File: src/hw/rtl/adb_key_report_decoder_defines.svh
// ----------------------------------------------------------------------------
// adb_key_report_decoder_defines.svh
// Assertion macros shared by the key report decoder RTL.
// ----------------------------------------------------------------------------
`ifndef ADB_KEY_REPORT_DECODER_DEFINES_SVH
`define ADB_KEY_REPORT_DECODER_DEFINES_SVH

// same-cycle implication, clocked on clk, off while arst_n is low
`define AKRD_ASSERT_SAME(name, ante, cons) \
	name: assert property (@(posedge clk) disable iff (!arst_n) (ante) |-> (cons)) \
		else $error("akrd: same-cycle check failed");

// next-cycle implication, clocked on clk, off while arst_n is low
`define AKRD_ASSERT_NEXT(name, ante, cons) \
	name: assert property (@(posedge clk) disable iff (!arst_n) (ante) |=> (cons)) \
		else $error("akrd: next-cycle check failed");

`endif

File: src/hw/rtl/akrd_pkg.sv
// ----------------------------------------------------------------------------
// akrd_pkg
// Types and constants of the key report decoder.
// ----------------------------------------------------------------------------
package akrd_pkg;

	// configuration port
	localparam int APB_ADDR_W = 5;
	localparam int APB_DATA_W = 32;

	localparam logic [2:0] REG_PLAIN_KEYS      = 3'd0;
	localparam logic [2:0] REG_REPEAT_DELAY    = 3'd1;
	localparam logic [2:0] REG_REPEAT_PERIOD   = 3'd2;
	localparam logic [2:0] REG_EMULATE_BUTTONS = 3'd3;
	localparam logic [2:0] REG_BUTTON2_KEY     = 3'd4;
	localparam logic [2:0] REG_BUTTON3_KEY     = 3'd5;

	// reset values
	localparam logic [15:0] RST_REPEAT_DELAY  = 16'd50;
	localparam logic [15:0] RST_REPEAT_PERIOD = 16'd6;
	localparam logic [6:0]  RST_BUTTON2_KEY   = 7'h7d;
	localparam logic [6:0]  RST_BUTTON3_KEY   = 7'h7c;

	// packet framing
	localparam logic [3:0] PKT_BYTES   = 4'd3;
	localparam logic [1:0] PKT_REG_KEY = 2'd0;
	localparam logic       MODE_PACKET = 1'b0;
	localparam logic       MODE_TICK   = 1'b1;

	// key codes
	localparam logic [6:0] KEY_ALIAS       = 7'h7e;
	localparam logic [6:0] KEY_MAPPED      = 7'h7f;
	localparam logic [6:0] KEY_CAPS_LOCK   = 7'h39;
	localparam logic [7:0] SCAN_CAPS_PRESS = 8'h39;
	localparam logic [7:0] SCAN_CAPS_REL   = 8'hb9;
	localparam logic [7:0] SCAN_NONE       = 8'hff;
	localparam logic [7:0] SCAN_IDLE       = 8'h7f;

	// result kinds and button numbers
	localparam logic       KIND_KEY    = 1'b0;
	localparam logic       KIND_BUTTON = 1'b1;
	localparam logic [1:0] BTN_NONE    = 2'd0;
	localparam logic [1:0] BTN_TWO     = 2'd2;
	localparam logic [1:0] BTN_THREE   = 2'd3;

	// keys that never autorepeat, one bit per key code
	localparam logic [127:0] NO_REPEAT_ROM =
		(128'd1 << 8'h35) | (128'd1 << 8'h36) | (128'd1 << 8'h37) |
		(128'd1 << 8'h38) | (128'd1 << 8'h39) | (128'd1 << 8'h3a) |
		(128'd1 << 8'h47) | (128'd1 << 8'h6b);

	// results per input item
	localparam int MAX_RES = 4;
	localparam int RES_IDX_W = 2;
	localparam int RES_CNT_W = 3;

	// bundle queue between front and back
	localparam int QUEUE_DEPTH = 2;
	localparam int QPTR_W = $clog2(QUEUE_DEPTH);
	localparam int QCNT_W = $clog2(QUEUE_DEPTH + 1);

	typedef struct packed {
		logic       mode;
		logic [3:0] byte_count;
		logic [7:0] header_byte;
		logic [7:0] key_byte1;
		logic [7:0] key_byte2;
	} in_item_t;

	typedef struct packed {
		logic       kind;
		logic [7:0] scan_code;
		logic [1:0] button_number;
		logic       button_released;
		logic       last;
	} out_item_t;

	typedef struct packed {
		logic        plain_keys;
		logic [15:0] repeat_delay;
		logic [15:0] repeat_period;
		logic        emulate_buttons;
		logic [6:0]  button2_key;
		logic [6:0]  button3_key;
	} cfg_t;

	// all results of one input item, in order, last one flagged
	typedef struct packed {
		out_item_t [MAX_RES-1:0] res;
		logic [RES_CNT_W-1:0]    count;
	} bundle_t;

	// queue status seen by front and back
	typedef struct packed {
		logic full;
		logic nonempty;
	} q_status_t;

endpackage

File: src/hw/rtl/akrd_front.sv
// ----------------------------------------------------------------------------
// akrd_front
// Accepts packets and ticks, runs key decode and repeat state, builds bundles.
// ----------------------------------------------------------------------------
module akrd_front #(
	parameter int TICK_COUNT_WIDTH = 16
) (
	input  logic               clk,
	input  logic               arst_n,
	input  logic               in_valid,
	output logic               in_ready,
	input  akrd_pkg::in_item_t in_data,
	input  akrd_pkg::cfg_t     cfg,
	input  akrd_pkg::q_status_t q_stat,
	output logic               push,
	output akrd_pkg::bundle_t  push_data
);
	import akrd_pkg::*;

	localparam logic [32:0] CNT_MAX = (33'd1 << TICK_COUNT_WIDTH) - 33'd1;
	localparam logic [TICK_COUNT_WIDTH-1:0] CNT_ONE = TICK_COUNT_WIDTH'(1);

	typedef struct packed {
		logic                        armed;
		logic [TICK_COUNT_WIDTH-1:0] count;
		logic [6:0]                  key;
		logic                        b2_up;
		logic                        b3_up;
	} kstate_t;

	typedef struct packed {
		kstate_t             st;
		out_item_t [1:0]     res;
		logic [1:0]          n;
	} dec_t;

	kstate_t st_q;
	kstate_t st_nxt;
	bundle_t bnd;
	logic    accept;

	// clamp a register value into the counter range, zero counts as one
	function automatic logic [TICK_COUNT_WIDTH-1:0] cnt_load(input logic [15:0] v);
		logic [32:0] ext;
		ext = {17'd0, v};
		if (ext > CNT_MAX)
			ext = CNT_MAX;
		if (ext == 33'd0)
			ext = 33'd1;
		return ext[TICK_COUNT_WIDTH-1:0];
	endfunction

	function automatic out_item_t key_res(input logic [7:0] code);
		out_item_t r;
		r = '0;
		r.kind = KIND_KEY;
		r.scan_code = code;
		r.button_number = BTN_NONE;
		return r;
	endfunction

	function automatic out_item_t btn_res(input logic [1:0] num, input logic rel);
		out_item_t r;
		r = '0;
		r.kind = KIND_BUTTON;
		r.button_number = num;
		r.button_released = rel;
		return r;
	endfunction

	// one key code: button emulation, repeat arming, caps lock pair
	function automatic dec_t dec_key(input logic [7:0] code, input logic rpt,
			input kstate_t st, input cfg_t c);
		dec_t d;
		logic up;
		logic [6:0] k;
		d = '0;
		d.st = st;
		up = code[7];
		k = code[6:0];
		if (k == KEY_ALIAS)
			k = KEY_MAPPED;
		if (!rpt)
			d.st.armed = 1'b0;
		if (c.emulate_buttons && (k == c.button2_key || k == c.button3_key)) begin
			if (k == c.button2_key) begin
				if (d.st.b2_up != up) begin
					d.st.b2_up = up;
					d.res[0] = btn_res(BTN_TWO, up);
					d.n = 2'd1;
				end
			end else begin
				if (d.st.b3_up != up) begin
					d.st.b3_up = up;
					d.res[0] = btn_res(BTN_THREE, up);
					d.n = 2'd1;
				end
			end
		end else if (!c.plain_keys && k == KEY_CAPS_LOCK) begin
			d.res[0] = key_res(SCAN_CAPS_PRESS);
			d.res[1] = key_res(SCAN_CAPS_REL);
			d.n = 2'd2;
		end else begin
			d.res[0] = key_res({up, k});
			d.n = 2'd1;
		end
		// arming is independent of the emitted form, but not of button keys
		if (!c.plain_keys && !up && !NO_REPEAT_ROM[k] &&
				!(c.emulate_buttons && (k == c.button2_key || k == c.button3_key))) begin
			d.st.key = k;
			d.st.count = cnt_load(rpt ? c.repeat_period : c.repeat_delay);
			d.st.armed = 1'b1;
		end
		return d;
	endfunction

	assign in_ready = !q_stat.full;
	assign accept = in_valid && in_ready;

	always_comb begin
		dec_t d1;
		dec_t d2;
		kstate_t s;
		logic [RES_CNT_W-1:0] n;
		d1 = '0;
		d2 = '0;
		s = st_q;
		bnd = '0;
		if (in_data.mode == MODE_TICK) begin
			if (st_q.armed) begin
				if (st_q.count <= CNT_ONE) begin
					s.count = '0;
					s.armed = 1'b0;
					d1 = dec_key({1'b0, st_q.key}, 1'b1, s, cfg);
					s = d1.st;
				end else begin
					s.count = st_q.count - CNT_ONE;
				end
			end
		end else if (in_data.byte_count == PKT_BYTES &&
				in_data.header_byte[1:0] == PKT_REG_KEY) begin
			d1 = dec_key(in_data.key_byte1, 1'b0, s, cfg);
			s = d1.st;
			if (!(in_data.key_byte2 == SCAN_NONE ||
					(in_data.key_byte2 == SCAN_IDLE && in_data.key_byte1 == SCAN_IDLE))) begin
				d2 = dec_key(in_data.key_byte2, 1'b0, s, cfg);
				s = d2.st;
			end
		end
		for (int j = 0; j < 2; j++) begin
			if (2'(j) < d1.n)
				bnd.res[j] = d1.res[j];
			if (2'(j) < d2.n)
				bnd.res[RES_IDX_W'(d1.n) + RES_IDX_W'(j)] = d2.res[j];
		end
		n = RES_CNT_W'(d1.n) + RES_CNT_W'(d2.n);
		bnd.count = n;
		if (n != '0)
			bnd.res[RES_IDX_W'(n - RES_CNT_W'(1))].last = 1'b1;
		st_nxt = s;
	end

	assign push = accept && (bnd.count != '0);
	assign push_data = bnd;

	always_ff @(posedge clk or negedge arst_n) begin
		if (!arst_n) begin
			st_q.armed <= 1'b0;
			st_q.count <= '0;
			st_q.key <= '0;
			st_q.b2_up <= 1'b1;
			st_q.b3_up <= 1'b1;
		end else if (accept) begin
			st_q <= st_nxt;
		end
	end

endmodule

File: src/hw/rtl/akrd_queue.sv
// ----------------------------------------------------------------------------
// akrd_queue
// Short bundle queue between front and back.
// ----------------------------------------------------------------------------
module akrd_queue (
	input  logic                clk,
	input  logic                arst_n,
	input  logic                push,
	input  akrd_pkg::bundle_t   push_data,
	input  logic                pop,
	output akrd_pkg::bundle_t   head,
	output akrd_pkg::q_status_t q_stat
);
	import akrd_pkg::*;

	bundle_t             mem [QUEUE_DEPTH];
	logic [QPTR_W-1:0]   wr_ptr_q;
	logic [QPTR_W-1:0]   rd_ptr_q;
	logic [QCNT_W-1:0]   cnt_q;

	assign head = mem[rd_ptr_q];
	assign q_stat.full = (cnt_q == QCNT_W'(QUEUE_DEPTH));
	assign q_stat.nonempty = (cnt_q != '0);

	always_ff @(posedge clk) begin
		if (push)
			mem[wr_ptr_q] <= push_data;
	end

	always_ff @(posedge clk or negedge arst_n) begin
		if (!arst_n) begin
			wr_ptr_q <= '0;
			rd_ptr_q <= '0;
			cnt_q <= '0;
		end else begin
			if (push)
				wr_ptr_q <= (wr_ptr_q == QPTR_W'(QUEUE_DEPTH - 1)) ? '0 : wr_ptr_q + QPTR_W'(1);
			if (pop)
				rd_ptr_q <= (rd_ptr_q == QPTR_W'(QUEUE_DEPTH - 1)) ? '0 : rd_ptr_q + QPTR_W'(1);
			case ({push, pop})
				2'b10:   cnt_q <= cnt_q + QCNT_W'(1);
				2'b01:   cnt_q <= cnt_q - QCNT_W'(1);
				default: cnt_q <= cnt_q;
			endcase
		end
	end

endmodule

File: src/hw/rtl/akrd_back.sv
// ----------------------------------------------------------------------------
// akrd_back
// Walks each queued bundle and hands results out one per transfer.
// ----------------------------------------------------------------------------
module akrd_back (
	input  logic                clk,
	input  logic                arst_n,
	input  akrd_pkg::bundle_t   head,
	input  akrd_pkg::q_status_t q_stat,
	output logic                pop,
	output logic                out_valid,
	input  logic                out_ready,
	output akrd_pkg::out_item_t out_data
);
	import akrd_pkg::*;

	out_item_t            out_q;
	logic                 out_valid_q;
	logic [RES_IDX_W-1:0] idx_q;
	logic                 load;
	logic                 at_end;

	assign load = q_stat.nonempty && (!out_valid_q || out_ready);
	assign at_end = ({1'b0, idx_q} == (head.count - RES_CNT_W'(1)));
	assign pop = load && at_end;

	assign out_valid = out_valid_q;
	assign out_data = out_q;

	always_ff @(posedge clk) begin
		if (load)
			out_q <= head.res[idx_q];
	end

	always_ff @(posedge clk or negedge arst_n) begin
		if (!arst_n) begin
			out_valid_q <= 1'b0;
			idx_q <= '0;
		end else begin
			if (load) begin
				out_valid_q <= 1'b1;
				idx_q <= at_end ? '0 : idx_q + RES_IDX_W'(1);
			end else if (out_ready) begin
				out_valid_q <= 1'b0;
			end
		end
	end

endmodule

File: src/hw/rtl/adb_key_report_decoder.sv
// ----------------------------------------------------------------------------
// adb_key_report_decoder
// Keyboard register 0 reply decoder with typematic repeat and button keys.
// ----------------------------------------------------------------------------
// Each input transfer is either a bus reply (mode 0) or one timer tick
// (mode 1). A reply counts only with three bytes and register field 0; it
// gives one or two key codes, bit 7 = release, 0x7e reported as 0x7f.
// Outside raw mode a press arms repeat: first repeat after repeat_delay
// ticks, later ones every repeat_period ticks; keys in the no-repeat ROM
// never arm, caps lock reports a press/release pair. With emulate_buttons
// set, button2_key/button3_key become mouse button 2/3 events, changes only.
// Each transfer yields 0..4 results on the output; last marks the final
// one. Rate: the front takes one input transfer per cycle while the bundle
// queue (two entries) has room, and all decode and repeat state update in
// that cycle. The back emits one result per cycle from the output
// register while out_ready is high; an item with no results is not queued.
// Each result passes through a queue entry and then the output register.
// Configuration sits on an APB-style port, registers at 4*index, writes
// take effect at the access phase; pready is tied high. TICK_COUNT_WIDTH
// sets the repeat counter width; larger delays saturate to its maximum.
// ----------------------------------------------------------------------------
`include "adb_key_report_decoder_defines.svh"

module adb_key_report_decoder #(
	parameter int TICK_COUNT_WIDTH = 16
) (
	input  logic                                clk,
	input  logic                                arst_n,
	// item channel
	input  logic                                in_valid,
	output logic                                in_ready,
	input  akrd_pkg::in_item_t                  in_data,
	// result channel
	output logic                                out_valid,
	input  logic                                out_ready,
	output akrd_pkg::out_item_t                 out_data,
	// configuration port
	input  logic                                psel,
	input  logic                                penable,
	input  logic                                pwrite,
	input  logic [akrd_pkg::APB_ADDR_W-1:0]     paddr,
	input  logic [akrd_pkg::APB_DATA_W-1:0]     pwdata,
	output logic [akrd_pkg::APB_DATA_W-1:0]     prdata,
	output logic                                pready
);
	import akrd_pkg::*;

	cfg_t      cfg_q;
	logic      cfg_wr;
	logic [2:0] reg_idx;

	bundle_t   push_data;
	bundle_t   head;
	logic      push;
	logic      pop;
	q_status_t q_stat;

	// --- configuration registers ---
	assign pready = 1'b1;
	assign reg_idx = paddr[4:2];
	assign cfg_wr = psel && penable && pwrite && pready;

	always_ff @(posedge clk or negedge arst_n) begin
		if (!arst_n) begin
			cfg_q.plain_keys <= 1'b0;
			cfg_q.repeat_delay <= RST_REPEAT_DELAY;
			cfg_q.repeat_period <= RST_REPEAT_PERIOD;
			cfg_q.emulate_buttons <= 1'b0;
			cfg_q.button2_key <= RST_BUTTON2_KEY;
			cfg_q.button3_key <= RST_BUTTON3_KEY;
		end else if (cfg_wr) begin
			unique case (reg_idx)
				REG_PLAIN_KEYS:      cfg_q.plain_keys <= pwdata[0];
				REG_REPEAT_DELAY:    cfg_q.repeat_delay <= pwdata[15:0];
				REG_REPEAT_PERIOD:   cfg_q.repeat_period <= pwdata[15:0];
				REG_EMULATE_BUTTONS: cfg_q.emulate_buttons <= pwdata[0];
				REG_BUTTON2_KEY:     cfg_q.button2_key <= pwdata[6:0];
				REG_BUTTON3_KEY:     cfg_q.button3_key <= pwdata[6:0];
				default:             ; // no register here, write dropped
			endcase
		end
	end

	always_comb begin
		unique case (reg_idx)
			REG_PLAIN_KEYS:      prdata = {31'd0, cfg_q.plain_keys};
			REG_REPEAT_DELAY:    prdata = {16'd0, cfg_q.repeat_delay};
			REG_REPEAT_PERIOD:   prdata = {16'd0, cfg_q.repeat_period};
			REG_EMULATE_BUTTONS: prdata = {31'd0, cfg_q.emulate_buttons};
			REG_BUTTON2_KEY:     prdata = {25'd0, cfg_q.button2_key};
			REG_BUTTON3_KEY:     prdata = {25'd0, cfg_q.button3_key};
			default:             prdata = '0;
		endcase
	end

	// --- front: accept, decode, repeat state ---
	akrd_front #(
		.TICK_COUNT_WIDTH(TICK_COUNT_WIDTH)
	) u_front (
		.clk       (clk),
		.arst_n    (arst_n),
		.in_valid  (in_valid),
		.in_ready  (in_ready),
		.in_data   (in_data),
		.cfg       (cfg_q),
		.q_stat    (q_stat),
		.push      (push),
		.push_data (push_data)
	);

	// --- bundle queue ---
	akrd_queue u_queue (
		.clk       (clk),
		.arst_n    (arst_n),
		.push      (push),
		.push_data (push_data),
		.pop       (pop),
		.head      (head),
		.q_stat    (q_stat)
	);

	// --- back: one result per transfer ---
	akrd_back u_back (
		.clk       (clk),
		.arst_n    (arst_n),
		.head      (head),
		.q_stat    (q_stat),
		.pop       (pop),
		.out_valid (out_valid),
		.out_ready (out_ready),
		.out_data  (out_data)
	);

	// --- checks ---
	// nothing queued and nothing held: the output cannot show a result next cycle
	`AKRD_ASSERT_NEXT(a_no_phantom, !q_stat.nonempty && !out_valid, !out_valid)
	// retiring a bundle loads its final result, flagged as last
	`AKRD_ASSERT_NEXT(a_pop_last, pop, out_valid && out_data.last)
	// a button event carries no scan code and names button two or three
	`AKRD_ASSERT_SAME(a_btn_form, out_valid && out_data.kind == KIND_BUTTON,
		out_data.scan_code == 8'd0 &&
		(out_data.button_number == BTN_TWO || out_data.button_number == BTN_THREE))

endmodule
File: config.mk
export PLATFORM = sky130hd
export DESIGN_NAME = adb_key_report_decoder
export DESIGN_NICKNAME = d
export VERILOG_FILES = /design/src/hw/rtl/akrd_pkg.sv /design/src/hw/rtl/akrd_front.sv /design/src/hw/rtl/akrd_queue.sv /design/src/hw/rtl/akrd_back.sv /design/src/hw/rtl/adb_key_report_decoder.sv
export VERILOG_INCLUDE_DIRS = /design/src /design/src/hw/rtl
export SDC_FILE = /design/constraint.sdc
export NUM_CORES = 1
export LEC_CHECK = 0
export BUFFER_PORTS_ARGS = -buffer_cell sky130_fd_sc_hd__buf_2
export CORE_UTILIZATION = 40
export DETAILED_ROUTE_END_ITERATION = 10
export GPL_ROUTABILITY_DRIVEN = 0
export SYNTH_ARGS = -nofsm -noshare
export SYNTH_HDL_FRONTEND = slang
export SYNTH_HIERARCHICAL = 1
export SYNTH_SLANG_ARGS = --single-unit
File: constraint.sdc
create_clock -name clk -period 11.43 [get_ports clk]
set_input_delay 0.5715 -clock clk [delete_from_list [all_inputs] [get_ports clk]]
set_output_delay 0.5715 -clock clk [all_outputs]
set_load 0.01 [all_outputs]
==> results of run 1 <==
[sequential cells by signal, indices dropped and copies added (netlist names)]
| register | count |
|---|---|
| u_back/out_valid | 1 |
| cfg_q | 48 |
| u_back/out_data | 13 |
| u_queue/mem | 110 |
| u_queue/wr_ptr_q | 1 |
| u_front/st_q | 26 |
| u_queue/cnt_q | 2 |
| u_queue/rd_ptr_q | 1 |
| u_back/idx_q | 2 |
[cell type report]
type / instances / area [um2]
clock buffer: 30 / 612
clock inverter: 12 / 193
fill: 2552 / 15300
inverter: 23 / 86.3
multi-input combinational: 640 / 5180
sequential: 204 / 5740
tap: 378 / 473
timing repair buffer: 88 / 465
[worst max path at each step]
stage | from | to | slack, ns | cells after the start
floorplan | in_data[12] | u_queue/mem[0][0] | 4.77 | 16
finish | cfg_q[7] | u_queue/mem[0][4] | 6.01 | 16
global placement | in_data[9] | u_queue/mem[0][48] | 5.73 | 17
global route | cfg_q[7] | u_queue/mem[0][4] | 5.66 | 16
CTS | cfg_q[7] | u_queue/mem[0][21] | 6.05 | 16
detailed placement | in_data[9] | u_queue/mem[0][48] | 5.72 | 17
[power groups by stage]
stage	registers, mW	logic (mW)	clock network [mW]
floorplan	1.00	0.483	0
global placement	1.04	0.589	0
detailed placement	1.04	0.597	0
CTS	1.03	0.599	0.803
global route	1.05	0.655	0.830
finish	1.03	0.595	0.783
[per-stage QoR]
stage	setup slack (ns)	total power, mW	hold WS (ns)	instance area [um2]
6_report	6.01	2.41	0.0502	12800
5_1_grt	5.66	2.53	0.0827	12800
3_3_place_gp	5.73	1.63	0.467	12000
2_1_floorplan	4.77	1.49	0.276	11600
3_5_place_dp	5.72	1.64	0.494	12000
4_1_cts	6.05	2.43	0.0615	12800
[placed cells by master (no fill, tap or decap), types with 11 or more instances in the layout]
cell / synthesis / routed
conb_1: 3 / 24
inv_1: 23 / 23
nor4_1: 12 / 12
nand3_1: 19 / 19
nand2_1: 46 / 46
xnor2_1: 24 / 24
nor2_1: 53 / 52
mux2_2: 65 / 65
dfstp_2: 18 / 18
o21ai_0: 32 / 32
nor3_1: 16 / 16
and2_1: 12 / 11
dfrtp_1: 63 / 62
edfxtp_1: 123 / 123
mux2_4: 40 / 40
clkbuf_16: 0 / 23
mux2i_1: 17 / 17
o22ai_1: 15 / 15
buf_2: 26 / 78
nor2b_1: 11 / 11
nand2b_1: 11 / 11
xor2_1: 27 / 27
a21oi_1: 29 / 29
a22oi_1: 19 / 19
[per-layer routing]
metal | vias to the layer above | share of wire
met5 | - | 0
met2 | 238 | 0.49
met1 | 3895 | 0.44
li1 | 3584 | -
met4 | 0 | 0.020
met3 | 32 | 0.047
[cells by family (layout without fill, tap and decap cells)]
kind of cell               after synthesis  count (layout)  synth area share
xor gates and xnor gates                51              51            0.0389
other                                    3              24          0.000980
AOI/OAI and AO/OA                      188             188             0.121
DFF                                    204             204             0.500
adders and majority gates               10              10            0.0115
and+or+nand+nor                        230             230             0.109
buffers and inverters                  108             153            0.0568
muxes                                  137             137             0.162
==> flow_summary.json, run 1 <==
{
  "status": "finished, final reports clean",
  "ctsHoldBuffers": 0,
  "post_cts_buffers": 0,
  "wl_per_cell_um": 19.6,
  "chipHeight_um": 172,
  "pwr-share-seq": 0.427,
  "clkSlewWorstSetupHoldPaths_ns": 0.06,
  "dieArea_mm2": 0.0294,
  "ys_top_cells_by_area": "edfxtp_1, dfrtp_1, mux2_2",
  "finalWirelength_mm": 26.9,
  "path_delay_family": "compound AO/OA/AOI/OAI gates",
  "sw_frac_of_total": 0.296,
  "combPwrFrac": 0.247,
  "syn_to_final_growth_pct": 11.0,
  "timing.final.crit_share": 0.475,
  "clkPwrFrac": 0.325,
  "path_max_fanout": 55,
  "clock-sinks": 204,
  "synthesis.yosys.warnings": 6,
  "path_cells": "inv_1 -> o211a_1 -> o211a_1 -> a2111oi_1 -> nand2_1 -> mux2i_1 -> ha_1 -> mux2_2 -> or3_1 -> o21ai_0 -> ha_1 -> fa_1 -> o31a_1 -> inv_1 -> nor2_4 -> buf_4",
  "yosysSeqAreaShare": 0.500,
  "synth_top_area_share": 0.321,
  "ctsResizeCount": 0,
  "antenna_found_initial": 0,
  "clk_latency_ns": 0.51,
  "grt_pass1_wl_mm": 42.4,
  "cp-end-kind": "flip-flop",
  "synthFlopType": "edfxtp_1",
  "slew-limit-headroom": 0.334,
  "slowest_stage": "a2111oi_1",
  "drc_errors": 0,
  "rows": 61,
  "rsz0062_at_grt": "false",
  "overflow": 0,
  "avgSynthCellArea_um2": 12.3,
  "grt_usage": 0.186,
  "clock_skew_ns": 0.0183,
  "hp-class": "in -> async",
  "drt_iter0_markers": 639,
  "initial_utilization": 0.410,
  "met2_usage": 0.313,
  "hpwl_mm": 18.1,
  "synth_most_common_cell": "edfxtp_1",
  "dp.cells": 1333,
  "numPortBuffers": 79,
  "viasPerCell": 5.64,
  "finish.utilization": 0.455,
  "fin_setup_tns_ns": 0,
  "antennaDiodeCount": 0,
  "clk_path_buf_depth": 3,
  "ant_nets": 0,
  "finalSetupViolations": 0,
  "synth_edf_count": 123,
  "peakVddDrop_uv": 169,
  "firstDrtPassIters": 5,
  "synth_async_sr_flop_share": 0.397,
  "synthTopCellsByCount": "edfxtp_1, mux2_2, dfrtp_1",
  "cts_tree": "done",
  "drive_gt1_frac": 0.289,
  "fin_crit_ns": 5.42,
  "nets": 1063,
  "fin_cells": 1375,
  "max_stage_delay_ns": 0.70,
  "required_ns": 11.57,
  "p_per_area_mw_per_mm2": 189,
  "final_hold_viol_count": 0,
  "cts-root-buf": "clkbuf_16",
  "synthesis.area_mm2": 0.0115,
  "r2r-end": "u_queue/mem[0][4]",
  "grt_max_degree": 57,
  "reg2reg_from": "cfg_q[7]",
  "synth_area_leader_cell": "edfxtp_1",
  "cp.arrival_ns": 5.56,
  "num_vias": 7749,
  "drv_cap": 0,
  "core-area_mm2": 0.0280,
  "p_int_mw": 1.69,
  "grt_pass1_vias": 7454,
  "leakage_nw": 4.99,
  "tightest_slew_ns": 0.999,
  "ys_ff_latch": 204,
  "met3_usage": 0.0244,
  "power_switching_mw": 0.713,
  "reg2reg_depth": 16,
  "drv_slew": 0,
  "reg2reg_slack_ns": 6.01,
  "cts_max_level": 1,
  "ios": 121,
  "cts_buffers": 23,
  "fp.dieW_um": 172,
  "crit_type": "reg -> reg",
  "grt-busiest-layer": "met2",
  "start_kind": "flip-flop",
  "synth.distinct_cells": 82,
  "crit_buf_inv": 3,
  "use_met1": 0.253,
  "max_freq_ghz": 0.184,
  "synth_cells": 931
}
No activity file was read; power rests on OpenSTA's default activity.
==> inputs of run 2 (changes only) <==
- clock period: 11.43 -> 4.9 ns (I/O delays scaled with it)
==> run 2 against run 1 <==
Net effect: combinational power grew 140%; clock power grew 100%; clock skew grew 0.00053 ns; wire length grew 2.8%; via count grew 0.22%; maximum frequency grew 18%; die area is the same; sequential cell count is the same; sequential power grew 140%; critical path depth is the same; cell area grew 2.3%; critical endpoint is now u_queue/cnt_q[1].
==> flow_summary.json, run 2 (same netlist as run 1, synthesis figures left out) <==
{
  "cts_buffers": 23,
  "ant_nets": 0,
  "clkSlewWorstSetupHoldPaths_ns": 0.06,
  "final_common_cell": "edfxtp_1",
  "leakage_nw": 5.16,
  "worst_slack_ns": 0.311,
  "fin_crit_ns": 4.59,
  "path_max_fanout": 5,
  "rsz0062_at_grt": "false",
  "chipHeight_um": 172,
  "status": "finished, final reports clean",
  "dieArea_mm2": 0.0294,
  "clk_path_buf_depth": 3,
  "cp-end-kind": "flip-flop",
  "initial_utilization": 0.410,
  "cts_max_level": 1,
  "grt_usage": 0.193,
  "grt_pass1_wl_mm": 43.8,
  "drc_errors": 0,
  "drv_slew": 0,
  "drv_cap": 0,
  "fp.dieW_um": 172,
  "cts_tree": "done",
  "clkPwrFrac": 0.295,
  "final_cell_mix": "edfxtp_1, buf_2, mux2_2",
  "viasPerCell": 5.49,
  "antennaDiodeCount": 0,
  "p_per_area_mw_per_mm2": 416,
  "peakVddDrop_uv": 335,
  "r2r-end": "u_queue/cnt_q[1]",
  "final_hold_viol_count": 0,
  "cp.arrival_ns": 5.03,
  "p_int_mw": 3.75,
  "reg2reg_slack_ns": 0.31,
  "combPwrFrac": 0.258,
  "holdPathStages": 2,
  "hpwl_mm": 19.3,
  "clock_skew_ns": 0.0188,
  "firstDrtPassIters": 5,
  "drt_iter0_markers": 492,
  "start_kind": "flip-flop",
  "fin_setup_tns_ns": 0,
  "timing.final.crit_share": 0.937,
  "reg.largest.list": "u_queue/mem: 110 flops, cfg_q: 48 flops, u_front/st_q: 26 flops",
  "sw_frac_of_total": 0.309,
  "hp-class": "in -> reg",
  "nets": 1104,
  "pwr-share-seq": 0.447,
  "cts-root-buf": "clkbuf_16",
  "crit_type": "reg -> reg",
  "top_register": "u_queue/mem",
  "hold_end": "cfg_q[18]",
  "reg2reg_from": "cfg_q[6]",
  "max_freq_ghz": 0.218,
  "required_ns": 5.34,
  "drive_gt1_frac": 0.307,
  "syn_to_final_growth_pct": 13.6,
  "ios": 121,
  "grt_max_degree": 48,
  "tightest_slew_ns": 1.05,
  "rows": 61,
  "antenna_found_initial": 0,
  "largest_reg_flops": 110,
  "numPortBuffers": 79,
  "clock-sinks": 204,
  "pre_cts_slack_ns": 0.0340,
  "core-area_mm2": 0.0280,
  "reg2reg_depth": 16,
  "finalWirelength_mm": 27.7,
  "power_switching_mw": 1.68,
  "min_from": "pwdata[3]",
  "finalSetupViolations": 0,
  "clk_latency_ns": 0.53,
  "overflow": 0,
  "num_vias": 7766,
  "grt_pass1_vias": 7730,
  "wl_per_cell_um": 19.6,
  "slew-limit-headroom": 0.297
}
## run 2: cell count changes in the layout (fill, tap and decap cells not counted), moves of 2 or more
| cell | previous run | this run |
|---|---|---|
| buf_12 | 0 | 5 |
| clkinv_2 | 3 | 5 |
| buf_4 | 10 | 36 |
| clkbuf_8 | 1 | 3 |
| bufinv_16 | 5 | 0 |
| dlygate4sd3_1 | 0 | 10 |
## run 2: power by group through the flow
stage | registers, mW | clock network (mW) | logic, mW
2_1_floorplan | 2.35 | 0 | 1.13
3_3_place_gp | 2.46 | 0 | 1.38
3_5_place_dp | 2.46 | 0 | 1.40
4_1_cts | 2.43 | 1.64 | 1.41
5_1_grt | 2.48 | 1.70 | 1.55
6_report | 2.43 | 1.60 | 1.40
## run 2: final cells by class
cell class                 instances  area [um2]
fill                            2619       15000
clock inverter                     9        60.1
sequential                       204        5740
timing repair buffer             129         861
clock buffer                      32         639
inverter                          23        86.3
tap                              378         473
multi-input combinational        640        5190
## run 2: worst max path at each step
stage,from,end,slack (ns),cells past startpoint
final,cfg_q[6],u_queue/cnt_q[1],0.31,16
after global routing,cfg_q[6],u_queue/cnt_q[1],0.06,16
after CTS,cfg_q[7],u_queue/cnt_q[1],0.05,17
after detailed placement,in_data[14],u_queue/cnt_q[1],0.03,18
after global placement,in_data[14],u_queue/cnt_q[1],0.10,18
after floorplan,in_data[12],u_queue/mem[0][0],0.08,16
## run 2: repair_timing
item / 4_1_cts / 5_1_grt
resized for setup: 0 / 1
hold endpoints to repair: 42 / 0
hold buffers: 10 / 0
buffers inserted: 0 / 0
endpoints found under the setup margin: 0 / 109
## run 2: per-layer routing
metal | wire length, um | vias up | global-route usage
li1 | - | 3664 | -
met1 | 12300 | 3846 | 0.264
met5 | 0 | - | 0
met4 | 731 | 0 | 0.0543
met2 | 13400 | 208 | 0.321
met3 | 1220 | 48 | 0.0244
## run 2: critical path, cell delays in order, from the launching register on
cell and delay [ns]:
dfstp_2 0.59, xnor2_1 0.13, nand4_1 0.18, a2111oi_2 0.58
nand2_1 0.14, mux2i_1 0.24, ha_1 0.28, mux2_2 0.26
or3_1 0.33, o21ai_0 0.15, ha_1 0.24, fa_1 0.41
o31a_1 0.35, inv_1 0.09, ha_1 0.25, nor2_1 0.14
xor2_1 0.15
## run 2: metrics by stage
step	power, mW	cells	hold slack, ns	util	cell area, um2
2_1_floorplan	3.47	952	-0.0506	-	11600
3_3_place_gp	3.84	1364	0.256	0.437	12200
3_5_place_dp	3.87	1364	0.257	0.437	12200
4_1_cts	5.48	1415	0.0174	0.466	13000
5_1_grt	5.73	1415	0.0242	0.466	13100
6_report	5.43	1415	0.0225	0.466	13100
==> inputs of run 3 (changes only) <==
- HOLD_SLACK_MARGIN: default -> 0.12
==> run 3 against run 2 <==
Net effect: via count increased by 0.23%; setup slack worse by 0.023 ns; clock skew is 0.0012 ns lower; power about the same; cell area up 0.61%; clock power is essentially flat; wire length about the same; sequential power hardly changed; register-to-register slack worse by 0.02 ns; die area did not move; sequential cell count did not move; count of clock-buffer cells in the layout is the same; critical endpoint unchanged.
==> flow_summary.json, run 3 (same netlist as run 1, synthesis figures left out) <==
{
  "grt_max_degree": 48,
  "chipHeight_um": 172,
  "grt_pass1_vias": 7748,
  "clk_latency_ns": 0.53,
  "post_cts_buffers": 0,
  "drc_errors": 0,
  "fin_setup_tns_ns": 0,
  "reg.largest.list": "u_queue/mem: 110 flops, cfg_q: 48 flops, u_front/st_q: 26 flops",
  "drv_cap": 0,
  "overflow": 0,
  "slew-limit-headroom": 0.293,
  "dieArea_mm2": 0.0294,
  "largest_reg_flops": 110,
  "initial_utilization": 0.410,
  "cp-end-kind": "flip-flop",
  "p_per_area_mw_per_mm2": 414,
  "critPathMostFrequentCell": "ha_1",
  "slowest_stage": "dfstp_2",
  "peakVddDrop_uv": 335,
  "fin_crit_ns": 4.61,
  "top_register": "u_queue/mem",
  "drive_gt1_frac": 0.304,
  "drv_slew": 0,
  "cts_tree": "done",
  "grt_usage": 0.193,
  "antenna_found_initial": 0,
  "holdPathStages": 4,
  "hpwl_mm": 19.3,
  "clk_path_buf_depth": 3,
  "finalSetupViolations": 0,
  "path_cells": "xnor2_1 -> nand4_1 -> a2111oi_2 -> nand2_1 -> mux2i_1 -> ha_1 -> mux2_2 -> or3_1 -> o21ai_0 -> ha_1 -> fa_1 -> o31a_1 -> inv_1 -> ha_1 -> nor2_1 -> xor2_1",
  "start_kind": "flip-flop",
  "cp.arrival_ns": 5.05,
  "required_ns": 5.34,
  "crit_type": "reg -> reg",
  "core-area_mm2": 0.0280,
  "cts-root-buf": "clkbuf_16",
  "viasPerCell": 5.47,
  "clock_skew_ns": 0.0176,
  "cts_max_level": 1,
  "dp.cells": 1364,
  "nets": 1112,
  "numPortBuffers": 79,
  "drt_iter0_markers": 501,
  "tightest_slew_ns": 1.06,
  "timing.final.crit_share": 0.941,
  "firstDrtPassIters": 5,
  "finalWirelength_mm": 27.7,
  "max_freq_ghz": 0.217,
  "antennaDiodeCount": 0,
  "worst_slack_ns": 0.288,
  "cts_buffers": 23,
  "status": "finished, final reports clean",
  "ant_nets": 0,
  "max_stage_delay_ns": 0.59,
  "pre_cts_slack_ns": 0.0340,
  "rsz0062_at_grt": "false",
  "final_common_cell": "edfxtp_1",
  "clock-sinks": 204,
  "fp.dieW_um": 172,
  "power.total_mw": 5.44,
  "final_cell_mix": "edfxtp_1, buf_2, mux2_2",
  "grt_pass1_wl_mm": 43.8,
  "path_max_fanout": 5,
  "fin_cells": 1423,
  "reg2reg_depth": 16,
  "leakage_nw": 5.19,
  "syn_to_final_growth_pct": 14.3,
  "rows": 61,
  "ios": 121,
  "hp-class": "in -> reg",
  "num_vias": 7784,
  "final_hold_viol_count": 0,
  "wl_per_cell_um": 19.5,
  "clkSlewWorstSetupHoldPaths_ns": 0.06
}
[run 3: worst max-delay path, delay by kind of cell (launching register included)]
family                     cells  cell delay [ns]
buffers and inverters          1             0.09
and+or+nand+nor                4             0.79
adders and majority gates      4             1.18
muxes                          2             0.50
AOI/OAI and AO/OA              3             1.10
DFF                            1             0.59
xor gates and xnor gates       2             0.28
[run 3: final timing paths]
check	startpoint	end	slack, ns
min in group asynchronous	arst_n	cfg_q[8]	0.24
worst min-delay path	in_data[28]	u_front/st_q[25]	0.15
worst max register to register	cfg_q[6]	u_queue/cnt_q[1]	0.29
worst max-delay path	cfg_q[6]	u_queue/cnt_q[1]	0.29
worst min register to register	u_queue/cnt_q[1]	u_queue/cnt_q[1]	0.48
max in group asynchronous	arst_n	u_queue/rd_ptr_q	3.61
[run 3: layout make-up]
| class | count | area [um2] |
|---|---|---|
| clock buffer | 32 | 639 |
| clock inverter | 9 | 60.1 |
| fill | 2615 | 14900 |
| inverter | 23 | 86.3 |
| multi-input combinational | 640 | 5190 |
| sequential | 204 | 5740 |
| tap | 378 | 473 |
| timing repair buffer | 137 | 941 |
[run 3: timing repair]
action	CTS	global route
resized for setup	0	1
hold buffers	18	0
endpoints found under the setup margin	0	109
hold endpoints to repair	86	0
[run 3: routing by layer]
metal | track usage | share of wire
met2 | 0.321 | 0.48
met4 | 0.0543 | 0.026
met1 | 0.265 | 0.45
met5 | 0 | 0
met3 | 0.0235 | 0.041
[run 3: power by group]
group	switching (mW)	total [mW]	internal, mW	leakage (nW)
Clock	0.686	1.60	0.915	0.345
Sequential	0.320	2.43	2.11	2.19
Combinational	0.673	1.41	0.734	2.66
[run 3: metrics by stage]
stage | util | area (um2) | hold slack, ns
3_3_place_gp | 0.437 | 12200 | 0.256
6_report | 0.469 | 13100 | 0.151
2_1_floorplan | - | 11600 | -0.0506
5_1_grt | 0.469 | 13100 | 0.187
4_1_cts | 0.469 | 13100 | 0.130
3_5_place_dp | 0.437 | 12200 | 0.257
